`src/rtl/toif_pkg.sv`:
```
`timescale 1ns / 1ps

package toif_pkg;

	// sample and coefficient formats
	localparam int SAMPLE_BITS    = 24;
	localparam int COEF_FRAC_BITS = 27;
	localparam int STATE_FRAC     = 16;
	localparam int COEF_BITS      = 32;
	localparam int ACC_BITS       = 48;

	// datapath widths
	localparam int PART_BITS = ACC_BITS / 2;
	localparam int MUL_BITS  = COEF_BITS + PART_BITS;
	localparam int MAG_BITS  = COEF_BITS + ACC_BITS;
	localparam int RND_BITS  = MAG_BITS + 1;
	localparam int CAP_LOG2  = 58;
	localparam int TERM_BITS = CAP_LOG2 + 1;
	localparam int SUM_BITS  = TERM_BITS + 3;
	localparam int Q_BITS    = ACC_BITS + 1 - STATE_FRAC;
	localparam int SHIFT_X   = COEF_FRAC_BITS - STATE_FRAC;
	localparam int SHIFT_Y   = COEF_FRAC_BITS;

	// coefficient store
	localparam int NUM_COEF      = 7;
	localparam int NUM_FF        = 4;
	localparam int CFG_IDX_BITS  = 3;
	localparam int COEF_SEL_BITS = 3;
	localparam int DEST_BITS     = 2;

	localparam logic [CFG_IDX_BITS-1:0] CFG_B0 = CFG_IDX_BITS'(0);
	localparam logic [CFG_IDX_BITS-1:0] CFG_B1 = CFG_IDX_BITS'(1);
	localparam logic [CFG_IDX_BITS-1:0] CFG_B2 = CFG_IDX_BITS'(2);
	localparam logic [CFG_IDX_BITS-1:0] CFG_B3 = CFG_IDX_BITS'(3);
	localparam logic [CFG_IDX_BITS-1:0] CFG_A1 = CFG_IDX_BITS'(4);
	localparam logic [CFG_IDX_BITS-1:0] CFG_A2 = CFG_IDX_BITS'(5);
	localparam logic [CFG_IDX_BITS-1:0] CFG_A3 = CFG_IDX_BITS'(6);

	localparam logic [COEF_BITS-1:0] COEF_ONE = COEF_BITS'(1) << COEF_FRAC_BITS;

	// sum targets of a product term
	localparam logic [DEST_BITS-1:0] DEST_Y  = 2'd0;
	localparam logic [DEST_BITS-1:0] DEST_N1 = 2'd1;
	localparam logic [DEST_BITS-1:0] DEST_N2 = 2'd2;
	localparam logic [DEST_BITS-1:0] DEST_N3 = 2'd3;

	// sequencing: two multiplier passes per coefficient, three stages behind issue
	localparam int NUM_PASS    = 2 * NUM_COEF;
	localparam int PIPE_DEPTH  = 3;
	localparam int LAST_STEP   = NUM_PASS - 1 + PIPE_DEPTH;
	localparam int STEP_BITS   = $clog2(LAST_STEP + 1);
	localparam int Y_LOAD_STEP = 1 + PIPE_DEPTH + 1;
	localparam int Y_ABS_STEP  = Y_LOAD_STEP + 1;

	localparam logic signed [ACC_BITS-1:0] ACC_MAX = {1'b0, {(ACC_BITS-1){1'b1}}};
	localparam logic signed [ACC_BITS-1:0] ACC_MIN = {1'b1, {(ACC_BITS-1){1'b0}}};
	localparam logic signed [SAMPLE_BITS-1:0] SAMPLE_MAX = {1'b0, {(SAMPLE_BITS-1){1'b1}}};
	localparam logic signed [SAMPLE_BITS-1:0] SAMPLE_MIN = {1'b1, {(SAMPLE_BITS-1){1'b0}}};

	typedef struct packed {
		logic                     valid;
		logic                     src_y;
		logic                     hi;
		logic                     sub;
		logic [COEF_SEL_BITS-1:0] coef_sel;
		logic [DEST_BITS-1:0]     dest;
	} op_t;

	typedef struct packed {
		logic start;
		op_t  op;
		logic y_load;
		logic y_abs;
		logic commit;
	} cmd_t;

	function automatic logic signed [ACC_BITS-1:0] sat_acc(input logic signed [SUM_BITS-1:0] v);
		logic signed [SUM_BITS-1:0] hi_lim;
		logic signed [SUM_BITS-1:0] lo_lim;
		logic signed [ACC_BITS-1:0] res;
		hi_lim = SUM_BITS'(ACC_MAX);
		lo_lim = SUM_BITS'(ACC_MIN);
		if (v > hi_lim) begin
			res = ACC_MAX;
		end else if (v < lo_lim) begin
			res = ACC_MIN;
		end else begin
			res = v[ACC_BITS-1:0];
		end
		return res;
	endfunction

endpackage

```
`src/rtl/toif_ctrl.sv`:
```
`timescale 1ns / 1ps

module toif_ctrl (
	input  logic                clk,
	input  logic                arst_n,
	input  logic                in_valid,
	output logic                in_stall,
	output logic                out_valid,
	input  logic                out_stall,
	output toif_pkg::cmd_t      cmd
);

	localparam logic [1:0] ST_IDLE = 2'd0;
	localparam logic [1:0] ST_RUN  = 2'd1;
	localparam logic [1:0] ST_FIN  = 2'd2;

	logic [1:0]                        state_q;
	logic [toif_pkg::STEP_BITS-1:0]    step_q;
	logic                              out_valid_q;
	logic                              start;
	logic                              commit;
	logic                              issue;
	logic [toif_pkg::COEF_SEL_BITS-1:0] prod;
	logic                              fb;

	assign in_stall  = (state_q != ST_IDLE);
	assign out_valid = out_valid_q;
	assign start     = in_valid && (state_q == ST_IDLE);
	assign commit    = (state_q == ST_FIN) && (!out_valid_q || !out_stall);

	// step -> product index and pass half
	assign issue = (state_q == ST_RUN) && (step_q < toif_pkg::STEP_BITS'(toif_pkg::NUM_PASS));
	assign prod  = toif_pkg::COEF_SEL_BITS'(step_q >> 1);
	assign fb    = (prod >= toif_pkg::COEF_SEL_BITS'(toif_pkg::NUM_FF));

	always_comb begin
		cmd              = '0;
		cmd.start        = start;
		cmd.op.valid     = issue;
		cmd.op.src_y     = fb;
		cmd.op.hi        = step_q[0];
		cmd.op.sub       = fb;
		cmd.op.coef_sel  = prod;
		cmd.op.dest      = fb ? toif_pkg::DEST_BITS'(prod - toif_pkg::COEF_SEL_BITS'(toif_pkg::NUM_FF - 1))
			: toif_pkg::DEST_BITS'(prod);
		cmd.y_load       = (state_q == ST_RUN) && (step_q == toif_pkg::STEP_BITS'(toif_pkg::Y_LOAD_STEP));
		cmd.y_abs        = (state_q == ST_RUN) && (step_q == toif_pkg::STEP_BITS'(toif_pkg::Y_ABS_STEP));
		cmd.commit       = commit;
	end

	always_ff @(posedge clk or negedge arst_n) begin
		if (!arst_n) begin
			state_q     <= ST_IDLE;
			step_q      <= '0;
			out_valid_q <= 1'b0;
		end else begin
			if (commit) begin
				out_valid_q <= 1'b1;
			end else if (out_valid_q && !out_stall) begin
				out_valid_q <= 1'b0;
			end
			unique case (state_q)
				ST_IDLE: begin
					if (start) begin
						state_q <= ST_RUN;
						step_q  <= '0;
					end
				end
				ST_RUN: begin
					if (step_q == toif_pkg::STEP_BITS'(toif_pkg::LAST_STEP)) begin
						state_q <= ST_FIN;
					end else begin
						step_q <= step_q + 1'b1;
					end
				end
				ST_FIN: begin
					if (commit) begin
						state_q <= ST_IDLE;
					end
				end
				default: begin
					state_q <= ST_IDLE;
				end
			endcase
		end
	end

endmodule

```
`src/rtl/toif_datapath.sv`:
```
`timescale 1ns / 1ps

module toif_datapath (
	input  logic                                      clk,
	input  logic                                      arst_n,
	input  toif_pkg::cmd_t                            cmd,
	input  logic                                      cfg_wr_en,
	input  logic [toif_pkg::CFG_IDX_BITS-1:0]         cfg_index,
	input  logic [toif_pkg::COEF_BITS-1:0]            cfg_wr_data,
	input  logic signed [toif_pkg::SAMPLE_BITS-1:0]   sample_in,
	output logic signed [toif_pkg::SAMPLE_BITS-1:0]   sample_out,
	output logic                                      clipped
);

	localparam int AB = toif_pkg::ACC_BITS;
	localparam int SB = toif_pkg::SUM_BITS;
	localparam int RB = toif_pkg::RND_BITS;
	localparam int QB = toif_pkg::Q_BITS;

	localparam logic [RB-1:0] RND_X = (RB'(1) << toif_pkg::SHIFT_X) >> 1;
	localparam logic [RB-1:0] RND_Y = (RB'(1) << toif_pkg::SHIFT_Y) >> 1;
	localparam logic [RB-1:0] CAP   = RB'(1) << toif_pkg::CAP_LOG2;
	localparam logic [AB:0]   HALF  = (AB+1)'(1) << (toif_pkg::STATE_FRAC - 1);
	localparam logic signed [QB-1:0] Q_MAX = QB'(toif_pkg::SAMPLE_MAX);
	localparam logic signed [QB-1:0] Q_MIN = QB'(toif_pkg::SAMPLE_MIN);

	// coefficients kept as sign and magnitude
	logic [toif_pkg::COEF_BITS-1:0] coef_mag_q [toif_pkg::NUM_COEF];
	logic                           coef_neg_q [toif_pkg::NUM_COEF];

	logic [AB-1:0]        x_abs_q;
	logic                 x_neg_q;
	logic signed [AB-1:0] y_q;
	logic [AB-1:0]        y_abs_q;
	logic                 y_neg_q;
	logic signed [AB-1:0] acc1_q, acc2_q, acc3_q;
	logic signed [SB-1:0] ysum_q, n1sum_q, n2sum_q, n3sum_q;

	logic signed [AB-1:0] x_ext;
	logic [AB-1:0]        v_mag;
	logic                 v_neg;
	logic [toif_pkg::PART_BITS-1:0] part;

	toif_pkg::op_t                  op_s1, op_s2, op_s3;
	logic [toif_pkg::MUL_BITS-1:0]  mul_s1;
	logic                           neg_s1, neg_s2, neg_s3;
	logic [toif_pkg::MAG_BITS-1:0]  p_s2;
	logic [toif_pkg::TERM_BITS-1:0] r_s3;

	logic [RB-1:0]        rnd_t;
	logic [RB-1:0]        rnd_r;
	logic signed [SB-1:0] delta;
	logic signed [AB:0]   y_rnd;
	logic signed [QB-1:0] q_full;

	// config write; index past the list is dropped
	always_ff @(posedge clk or negedge arst_n) begin
		if (!arst_n) begin
			for (int i = 0; i < toif_pkg::NUM_COEF; i++) begin
				coef_mag_q[i] <= (i == 0) ? toif_pkg::COEF_ONE : '0;
				coef_neg_q[i] <= 1'b0;
			end
		end else if (cfg_wr_en && (cfg_index <= toif_pkg::CFG_A3)) begin
			coef_neg_q[cfg_index] <= cfg_wr_data[toif_pkg::COEF_BITS-1];
			coef_mag_q[cfg_index] <= cfg_wr_data[toif_pkg::COEF_BITS-1] ? -cfg_wr_data
				: cfg_wr_data;
		end
	end

	assign x_ext = AB'(sample_in);
	assign v_mag = cmd.op.src_y ? y_abs_q : x_abs_q;
	assign v_neg = cmd.op.src_y ? y_neg_q : x_neg_q;
	assign part  = cmd.op.hi ? v_mag[AB-1:toif_pkg::PART_BITS] : v_mag[toif_pkg::PART_BITS-1:0];

	// rounding shift of the finished magnitude, sign of the capped term, output rounding
	always_comb begin
		rnd_t = RB'(p_s2) + (op_s2.src_y ? RND_Y : RND_X);
		rnd_r = op_s2.src_y ? (rnd_t >> toif_pkg::SHIFT_Y) : (rnd_t >> toif_pkg::SHIFT_X);
		delta = neg_s3 ? -SB'(r_s3) : SB'(r_s3);
		y_rnd = (AB+1)'(y_q) + HALF;
		q_full = QB'(y_rnd >>> toif_pkg::STATE_FRAC);
	end

	// multiplier pipeline control
	always_ff @(posedge clk or negedge arst_n) begin
		if (!arst_n) begin
			op_s1 <= '0;
			op_s2 <= '0;
			op_s3 <= '0;
		end else begin
			op_s1 <= cmd.op;
			op_s2 <= op_s1;
			op_s3 <= op_s2;
		end
	end

	always_ff @(posedge clk) begin
		mul_s1 <= toif_pkg::MUL_BITS'(coef_mag_q[cmd.op.coef_sel])
			* toif_pkg::MUL_BITS'(part);
		neg_s1 <= v_neg ^ coef_neg_q[cmd.op.coef_sel] ^ cmd.op.sub;
		// high half lands on top of the low half issued just before
		p_s2   <= op_s1.hi ? p_s2 + (toif_pkg::MAG_BITS'(mul_s1) << toif_pkg::PART_BITS)
			: toif_pkg::MAG_BITS'(mul_s1);
		neg_s2 <= neg_s1;
		r_s3   <= (rnd_r > CAP) ? toif_pkg::TERM_BITS'(CAP) : toif_pkg::TERM_BITS'(rnd_r);
		neg_s3 <= neg_s2;
	end

	// operands, partial sums, outputs
	always_ff @(posedge clk) begin
		if (cmd.start) begin
			x_neg_q <= x_ext[AB-1];
			x_abs_q <= x_ext[AB-1] ? -x_ext : x_ext;
			ysum_q  <= SB'(acc1_q);
			n1sum_q <= SB'(acc2_q);
			n2sum_q <= SB'(acc3_q);
			n3sum_q <= '0;
		end else if (op_s3.valid && op_s3.hi) begin
			case (op_s3.dest)
				toif_pkg::DEST_Y:  ysum_q  <= ysum_q + delta;
				toif_pkg::DEST_N1: n1sum_q <= n1sum_q + delta;
				toif_pkg::DEST_N2: n2sum_q <= n2sum_q + delta;
				default:           n3sum_q <= n3sum_q + delta;
			endcase
		end
		if (cmd.y_load) begin
			y_q <= toif_pkg::sat_acc(ysum_q);
		end
		if (cmd.y_abs) begin
			y_neg_q <= y_q[AB-1];
			y_abs_q <= y_q[AB-1] ? -y_q : y_q;
		end
		if (cmd.commit) begin
			if (q_full > Q_MAX) begin
				sample_out <= toif_pkg::SAMPLE_MAX;
				clipped    <= 1'b1;
			end else if (q_full < Q_MIN) begin
				sample_out <= toif_pkg::SAMPLE_MIN;
				clipped    <= 1'b1;
			end else begin
				sample_out <= q_full[toif_pkg::SAMPLE_BITS-1:0];
				clipped    <= 1'b0;
			end
		end
	end

	always_ff @(posedge clk or negedge arst_n) begin
		if (!arst_n) begin
			acc1_q <= '0;
			acc2_q <= '0;
			acc3_q <= '0;
		end else if (cmd.commit) begin
			acc1_q <= toif_pkg::sat_acc(n1sum_q);
			acc2_q <= toif_pkg::sat_acc(n2sum_q);
			acc3_q <= toif_pkg::sat_acc(n3sum_q);
		end
	end

endmodule

```
`src/rtl/third_order_iir_tone_filter.sv`:
```
// Third-order IIR tone filter, transposed direct form II, fixed point. Each
// input word (signed sample) gives one output word: the filtered sample rounded
// half up and saturated, with clipped set when saturation hit. Seven signed
// Q5.27 coefficients (b0..b3, a1..a3, indexes 0..6) are written through the
// plain write port; the user must write them only while the filter is idle,
// which the block itself does not enforce; a write to index 7 is dropped.
// Reset loads b0 = 1.0 (pass-through) and clears the other coefficients and
// the three 48-bit states (16 fractional bits). Datapath: one shared 32x24
// multiplier takes two passes per coefficient, 14 passes per sample, followed
// by a three-stage round/accumulate tail. A new word is taken only once the
// last one has been committed to the output side. The next input may be taken
// while a result still waits on the output.
`timescale 1ns / 1ps

module third_order_iir_tone_filter (
	input  logic                                    clk,
	input  logic                                    arst_n,
	input  logic                                    in_valid,
	output logic                                    in_stall,
	input  logic signed [toif_pkg::SAMPLE_BITS-1:0] sample_in,
	output logic                                    out_valid,
	input  logic                                    out_stall,
	output logic signed [toif_pkg::SAMPLE_BITS-1:0] sample_out,
	output logic                                    clipped,
	input  logic                                    cfg_wr_en,
	input  logic [toif_pkg::CFG_IDX_BITS-1:0]       cfg_index,
	input  logic [toif_pkg::COEF_BITS-1:0]          cfg_wr_data
);

	// commands from sequencer to datapath
	toif_pkg::cmd_t cmd;

	// sequencer: step counter walks b0..b3 on x, then a1..a3 on y
	toif_ctrl u_ctrl (
		.clk       (clk),
		.arst_n    (arst_n),
		.in_valid  (in_valid),
		.in_stall  (in_stall),
		.out_valid (out_valid),
		.out_stall (out_stall),
		.cmd       (cmd)
	);

	// datapath: coefficient store, multiplier pipe, partial sums, states
	toif_datapath u_dp (
		.clk         (clk),
		.arst_n      (arst_n),
		.cmd         (cmd),
		.cfg_wr_en   (cfg_wr_en),
		.cfg_index   (cfg_index),
		.cfg_wr_data (cfg_wr_data),
		.sample_in   (sample_in),
		.sample_out  (sample_out),
		.clipped     (clipped)
	);

endmodule

```
`config.mk`:
```
export PLATFORM = sky130hd
export DESIGN_NAME = third_order_iir_tone_filter
export DESIGN_NICKNAME = d
export VERILOG_FILES = /design/src/rtl/toif_pkg.sv /design/src/rtl/toif_ctrl.sv /design/src/rtl/toif_datapath.sv /design/src/rtl/third_order_iir_tone_filter.sv
export SDC_FILE = /design/constraint.sdc
export NUM_CORES = 2
export LEC_CHECK = 0
export BUFFER_PORTS_ARGS = -buffer_cell sky130_fd_sc_hd__buf_4
export CAP_MARGIN = 30
export CORE_ASPECT_RATIO = 1.4
export CORE_UTILIZATION = 70
export CTS_CLUSTER_SIZE = 10
export DETAILED_ROUTE_END_ITERATION = 10
export MAX_ROUTING_LAYER = met4
export PLACE_DENSITY = 0.87
export SLEW_MARGIN = 10
export SYNTH_ARGS = -nofsm -noshare
export SYNTH_HDL_FRONTEND = slang
export SYNTH_SLANG_ARGS = --single-unit
export TNS_END_PERCENT = 30
```
`constraint.sdc`:
```
create_clock -name clk -period 22.9 [get_ports clk]
set_input_delay 3.435 -clock clk [delete_from_list [all_inputs] [get_ports clk]]
set_output_delay 3.435 -clock clk [all_outputs]
set_load 0.1 [all_outputs]
```
# Yosys cells after proc, flatten, opt, wreduce, memory -nomap -nowiden
# Cells that the tools add are included.
[totals]
register_bits = 1014
latch_bits = 0
ram_bits = 0
romBits = 0
in_bits = 64
output_inout_bits = 27
elab_cells = 176
memories = 0
[op_classes]
addsub = 13
multipliers = 1
div = 0
order_cmp = 17
n_eq_ne = 11
shift = 0
n_mux = 50
n_bitwise = 5
n_reduce_logical = 28
[ops]
columns = ["op", "n"]
rows = [
  ["2-to-1 mux 62 bit", 10],
  ["2-to-1 mux 48 bit", 8],
  ["adder 62 bit", 4],
  ["> comparator 62 x 48 -> 1 bit, second input constant", 4],
  ["< comparator 62 x 48 -> 1 bit, second input constant", 4],
  ["bitwise mux 224 bit", 1],
  ["2-to-1 mux 32 bit", 4],
  ["binary-select mux 32 bit (select 3 bit)", 1],
  ["demux 32 bit (select 3 bit)", 1],
  ["adder 80 x 81 -> 81 bit", 1],
  ["> comparator 81 x 59 -> 1 bit, second input constant", 1],
  ["adder 80 bit", 1],
  ["2-to-1 mux 70 bit", 1],
  ["negation 59 -> 62 bit", 1],
  ["multiplier 32 x 24 -> 56 bit", 1],
  ["2-to-1 mux 56 bit", 1],
  ["adder 48 x 17 -> 49 bit, second input constant", 1],
  ["2-to-1 mux 24 bit", 2],
  ["negation 24 -> 48 bit", 1],
  ["negation 48 bit", 1],
  ["2-to-1 mux 47 bit", 1],
  ["> comparator 33 x 24 -> 1 bit, second input constant", 1],
  ["< comparator 33 x 24 -> 1 bit, second input constant", 1],
  ["negation 32 bit", 1],
  ["34 further kinds", 72],
]

# Longest topological paths before layout
[logic_depth]
word_depth = 6
ltp_mapped = 37
ltp_nobuf = 32

# Modules after synthesis
# A second synthesis with hierarchy kept.
[hier_totals]
hier_cells = 9192
area_unflattened_um2 = 83029.6
[modules_own_cells]
columns = ["module", "instances", "cells_each", "area_per_inst_um2", "seq_area_each_um2"]
rows = [
  ["toif_datapath", 1, 9128, 82381.5, 25570.8],
  ["toif_ctrl", 1, 64, 648.1, 200.2],
]

# Worst setup path after synthesis
# Ideal clock, no wire load.
[synth_timing]
path_kind = "flip-flop to flip-flop"
start = "register u_ctrl.step_q[1] (netlist name)"
end = "register u_dp.mul_s1[55] (netlist name)"
setup_time_ns = 0.126
arrival_time_ns = 9.439
required_time_ns = 22.774
path_slack_ns = 13.335
path_stages_with_launch = 36
path_buffers = 5
synth_period_minus_slack_ns = 9.565
cell_sequence = "dfrtp_1 -> clkbuf_1 -> clkbuf_1 -> clkbuf_1 -> buf_1 -> mux2i_1 -> nor2_1 -> a21oi_1 -> a21o_1 -> clkbuf_1 -> nor2_1 -> fa_1 -> inv_1 -> fa_1 -> inv_1 -> fa_1 -> inv_1 -> fa_1 -> inv_1 -> fa_1 -> fa_1 -> inv_1 -> fa_1 -> inv_1 -> ha_1 -> and3_1 -> a221oi_1 -> o22ai_1 -> a211oi_1 -> a21oi_1 -> o21ai_0 -> o211ai_1 -> nand2_1 -> nor2_1 -> a311oi_1 -> xnor2_1"
[synth_between]
elab_chain_cells = 5
word_cells_on_any_way = 8
cone_classes = "mul: 1; order compare: 1; mux: 5; bitwise: 1"
[synth_lines]
columns = ["element", "line", "rtl"]
rows = [
  ["from (decl)", "toif_ctrl.sv:18", "logic [toif_pkg::STEP_BITS-1:0] step_q;"],
  ["from (signal assigned)", "toif_ctrl.sv:73", "step_q <= step_q + 1'b1;"],
  ["inverter 3 -> 4 bit (implied by the code)", "toif_datapath.sv:98", "mul_s1 <= toif_pkg::MUL_BITS'(coef_mag_q[cmd.op.coef_sel])"],
  ["binary-select mux 32 bit (select 3 bit)", "toif_datapath.sv:98", ""],
  ["2-to-1 mux 32 bit (implied by the code) (2 in series)", "toif_datapath.sv:98", ""],
  ["multiplier 32 x 24 -> 56 bit *", "toif_datapath.sv:99", "* toif_pkg::MUL_BITS'(part);"],
  ["to (signal assigned)", "toif_datapath.sv:98", ""],
  ["to (decl)", "toif_datapath.sv:45", "logic [toif_pkg::MUL_BITS-1:0] mul_s1;"],
]
# Mark *: on every way between the ends. The rest lies on a longest branch, timed or not. The select of a mux whose other input is x is not followed.
# A chain may end at the register's enable or synchronous reset.

# Worst setup path after layout
# Same ends and word-level chain as after synthesis.

==> reports/metrics.cfg <==
[worst_setup_path]
critical_path_class = flip-flop to flip-flop
r2r_end = u_dp.mul_s1[55]
cpMostUsedCell = fa_1
reg2reg_from = u_ctrl.step_q[1]
critPathArrivalTime_ns = 11.29
critPathRequiredTime_ns = 23.49
crit_path_start_kind = flip-flop
crit_fanout = 38
cp-end-kind = flip-flop
crit_slowest_cell = dfrtp_4
rrSetupSlack_ns = 12.20
r2r_cells = 28
cp_slowest_stage_delay_ns = 0.90

[place]
portBuffers = 90
hpwl_um = 203000
place_congestion = 1.05
place_inst = 10600

[yosys]
yosys.cell_types.count = 89
synth_edf_count = 370
synth.cell_area_mm2 = 0.0830
yosys.cell_count.top_type = nor2_1
netlist_top_cells_count = nor2_1 (1089), nand2_1 (1081), inv_1 (845), a21oi_1 (823), fa_1 (663)
yosys.area.top_type = fa_1
async_flop_share_pct = 39.6
postSynthAreaPerCell_um2 = 8.95
ys_ff_latch = 1003
synth_top_area_share_pct = 16.0
postSynthCellCount = 9271
ys.flop_type = dfrtp_1
yosysSeqAreaShare_pct = 31.0
ys.warnings.count = 0
yosys-top-cells-area = fa_1 (16%), edfxtp_1 (13%), dfrtp_1 (12%)

[sta]
slew_violations = 0
tightest_slew_ns = 1.11
fmaxAchievable_mhz = 93.4
fin_crit_sh_pct = 46.7
rsz0062_at_grt = no
min_period_ns = 10.70
max_slew_margin_pct = 25.4
setup_tns_ns = 0
final_hold_viol_count = 0
setup_viol = 0
fin_worst_skew_ns = 0.0957

[global_route]
grt.overflow.total = 0
grt_max_degree = 131
grt_usage_pct = 47.7
antenna_found_initial = 5
grt_pass1_vias = 73600
grt_pass1_wl_um = 422000

[layout]
layout.nets = 10400
fin_cells = 10800
num-fill-cells = 8091
drive_gt1_share_pct = 6.55
areaGrowthSynthToFinish_pct = 7.29
final-seq-area_mm2 = 0.0258
multi_input_area_mm2 = 0.0527

[min_path]
hold_class = flip-flop to flip-flop
hp-start = u_dp.op_s2[0]
whs_path_depth = 0
whs_endpoint = u_dp.op_s3[0]

[cts]
insertion_delay_ns = 0.80
cts_resized = 0
post_cts_buffers = 0
cts_tree = built
cts.clk_slew.worst_paths_ns = 0.07
root_buffer = clkbuf_16
cts_hold_buf = 0
clock-sinks = 1003
numCtsBuffers = 112
h-tree-depth = 3
max-clock-path-buffers = 3

[die]
io_pins = 91
start_util_pct = 70.6
rows = 149
core_mm2 = 0.118
dieHeight_um = 409
die_area_mm2 = 0.120
die_w_um = 293

[routing]
num_vias = 71400
wire_per_inst_um = 25.1
avgViaCountPerCell = 6.58
drc = 0
drt-initial-drc-count = 7139
antenna_left = 0
drt_wl_total_um = 272000
dr.pass1.iters = 9

[flow_run]
maxCapViolCount = 0

[status]
outcome = finished clean

how the worst max path moves through the flow:
stage                                 end             start  cells after the start  slack (ns)
after floorplan           u_dp.mul_s1[55]  u_ctrl.step_q[1]                     35       13.34
after global placement    u_dp.mul_s1[53]  u_ctrl.step_q[1]                     30       12.59
after detailed placement  u_dp.mul_s1[55]  u_ctrl.step_q[1]                     28       12.44
final                     u_dp.mul_s1[55]  u_ctrl.step_q[1]                     28       12.20
after CTS                 u_dp.mul_s1[53]  u_ctrl.step_q[1]                     28       12.29
after global routing      u_dp.mul_s1[53]  u_ctrl.step_q[1]                     28       11.67
critical path, delay by kind of cell, from the launching register on:
family	cells	cell delay [ns]
adder cells (fa/ha/maj)	8	4.13
AO/OA/AOI/OAI	9	3.07
buffers and inverters	5	0.92
flip-flops	1	0.90
AND/OR/NAND/NOR	4	0.67
multiplexers	1	0.62
XOR/XNOR	1	0.12
final cells by class:
cell class	count	area share [%]
multi-input combinational	6950	59.2
clock buffer	186	3.49
clock inverter	9	0.185
antenna	7	0.0197
timing repair buffer	257	2.33
inverter	848	3.58
sequential	1003	28.9
tap	1585	2.23
metal layers:
| layer | share of wire (%) | global-route usage, % | vias up |
|---|---|---|---|
| met3 | 8.6 | 10.3 | 1724 |
| met5 | 0 | - | - |
| met4 | 12 | 45.7 | 0 |
| met1 | 32 | 48.5 | 34400 |
| met2 | 47 | 75.9 | 4185 |
| li1 | - | - | 31100 |
sequential cells by signal, indices dropped and copies added, names as in the netlist, 2 cells and up:
register / count
u_dp.op_s1: 5
u_dp.acc2_q: 48
u_dp.coef_neg_q: 7
u_dp.n2sum_q: 62
u_dp.p_s2: 70
u_dp.n3sum_q: 62
u_dp.mul_s1: 56
u_dp.op_s2: 5
u_dp.y_q: 48
u_dp.y_abs_q: 48
u_dp.r_s3: 59
u_dp.ysum_q: 62
u_ctrl.state_q: 2
u_dp.acc3_q: 48
u_dp.acc1_q: 48
u_dp.op_s3: 4
u_ctrl.step_q: 5
u_dp.sample_out: 24
u_dp.x_abs_q: 47
u_dp.n1sum_q: 62
u_dp.coef_mag_q: 224
through the flow:
step	util (%)	hold slack (ns)	cell area (um2)	worst slack, ns
floorplan	-	0.310	83100	13.34
global placement	72.7	0.321	85500	12.59
detailed placement	72.8	0.336	85600	12.44
CTS	75.6	0.343	88900	12.29
global route	75.7	0.342	89100	11.67
finish	75.7	0.340	89100	12.20
cell families (layout without fill, tap and decap cells):
family / Yosys count / in the layout / synth area share (%)
and+or+nand+nor: 2943 / 2943 / 15.5
AOI/OAI and AO/OA: 2089 / 2089 / 15.2
buffers and inverters: 1340 / 1300 / 6.07
adders and majority gates: 1158 / 1158 / 23.4
DFF: 1003 / 1003 / 31.0
xor gates and xnor gates: 578 / 578 / 6.10
muxes: 159 / 159 / 2.62
other: 1 / 30 / 0.00452
placed cells by master (no fill, tap or decap), drive strengths merged, types with 118 or more instances in the layout:
cell type	n
a21o	287
a21oi	823
buf	256
clkbuf	186
dfrtp	396
dfxtp	236
edfxtp	370
fa	663
ha	495
inv	851
nand2	1081
nand3	118
nor2	1089
o21ai	476
xnor2	358
xor2	220
Power is left out: the tool's default activity adds up to more than one toggle a clock period on the data nets, which glitch-free logic cannot reach.
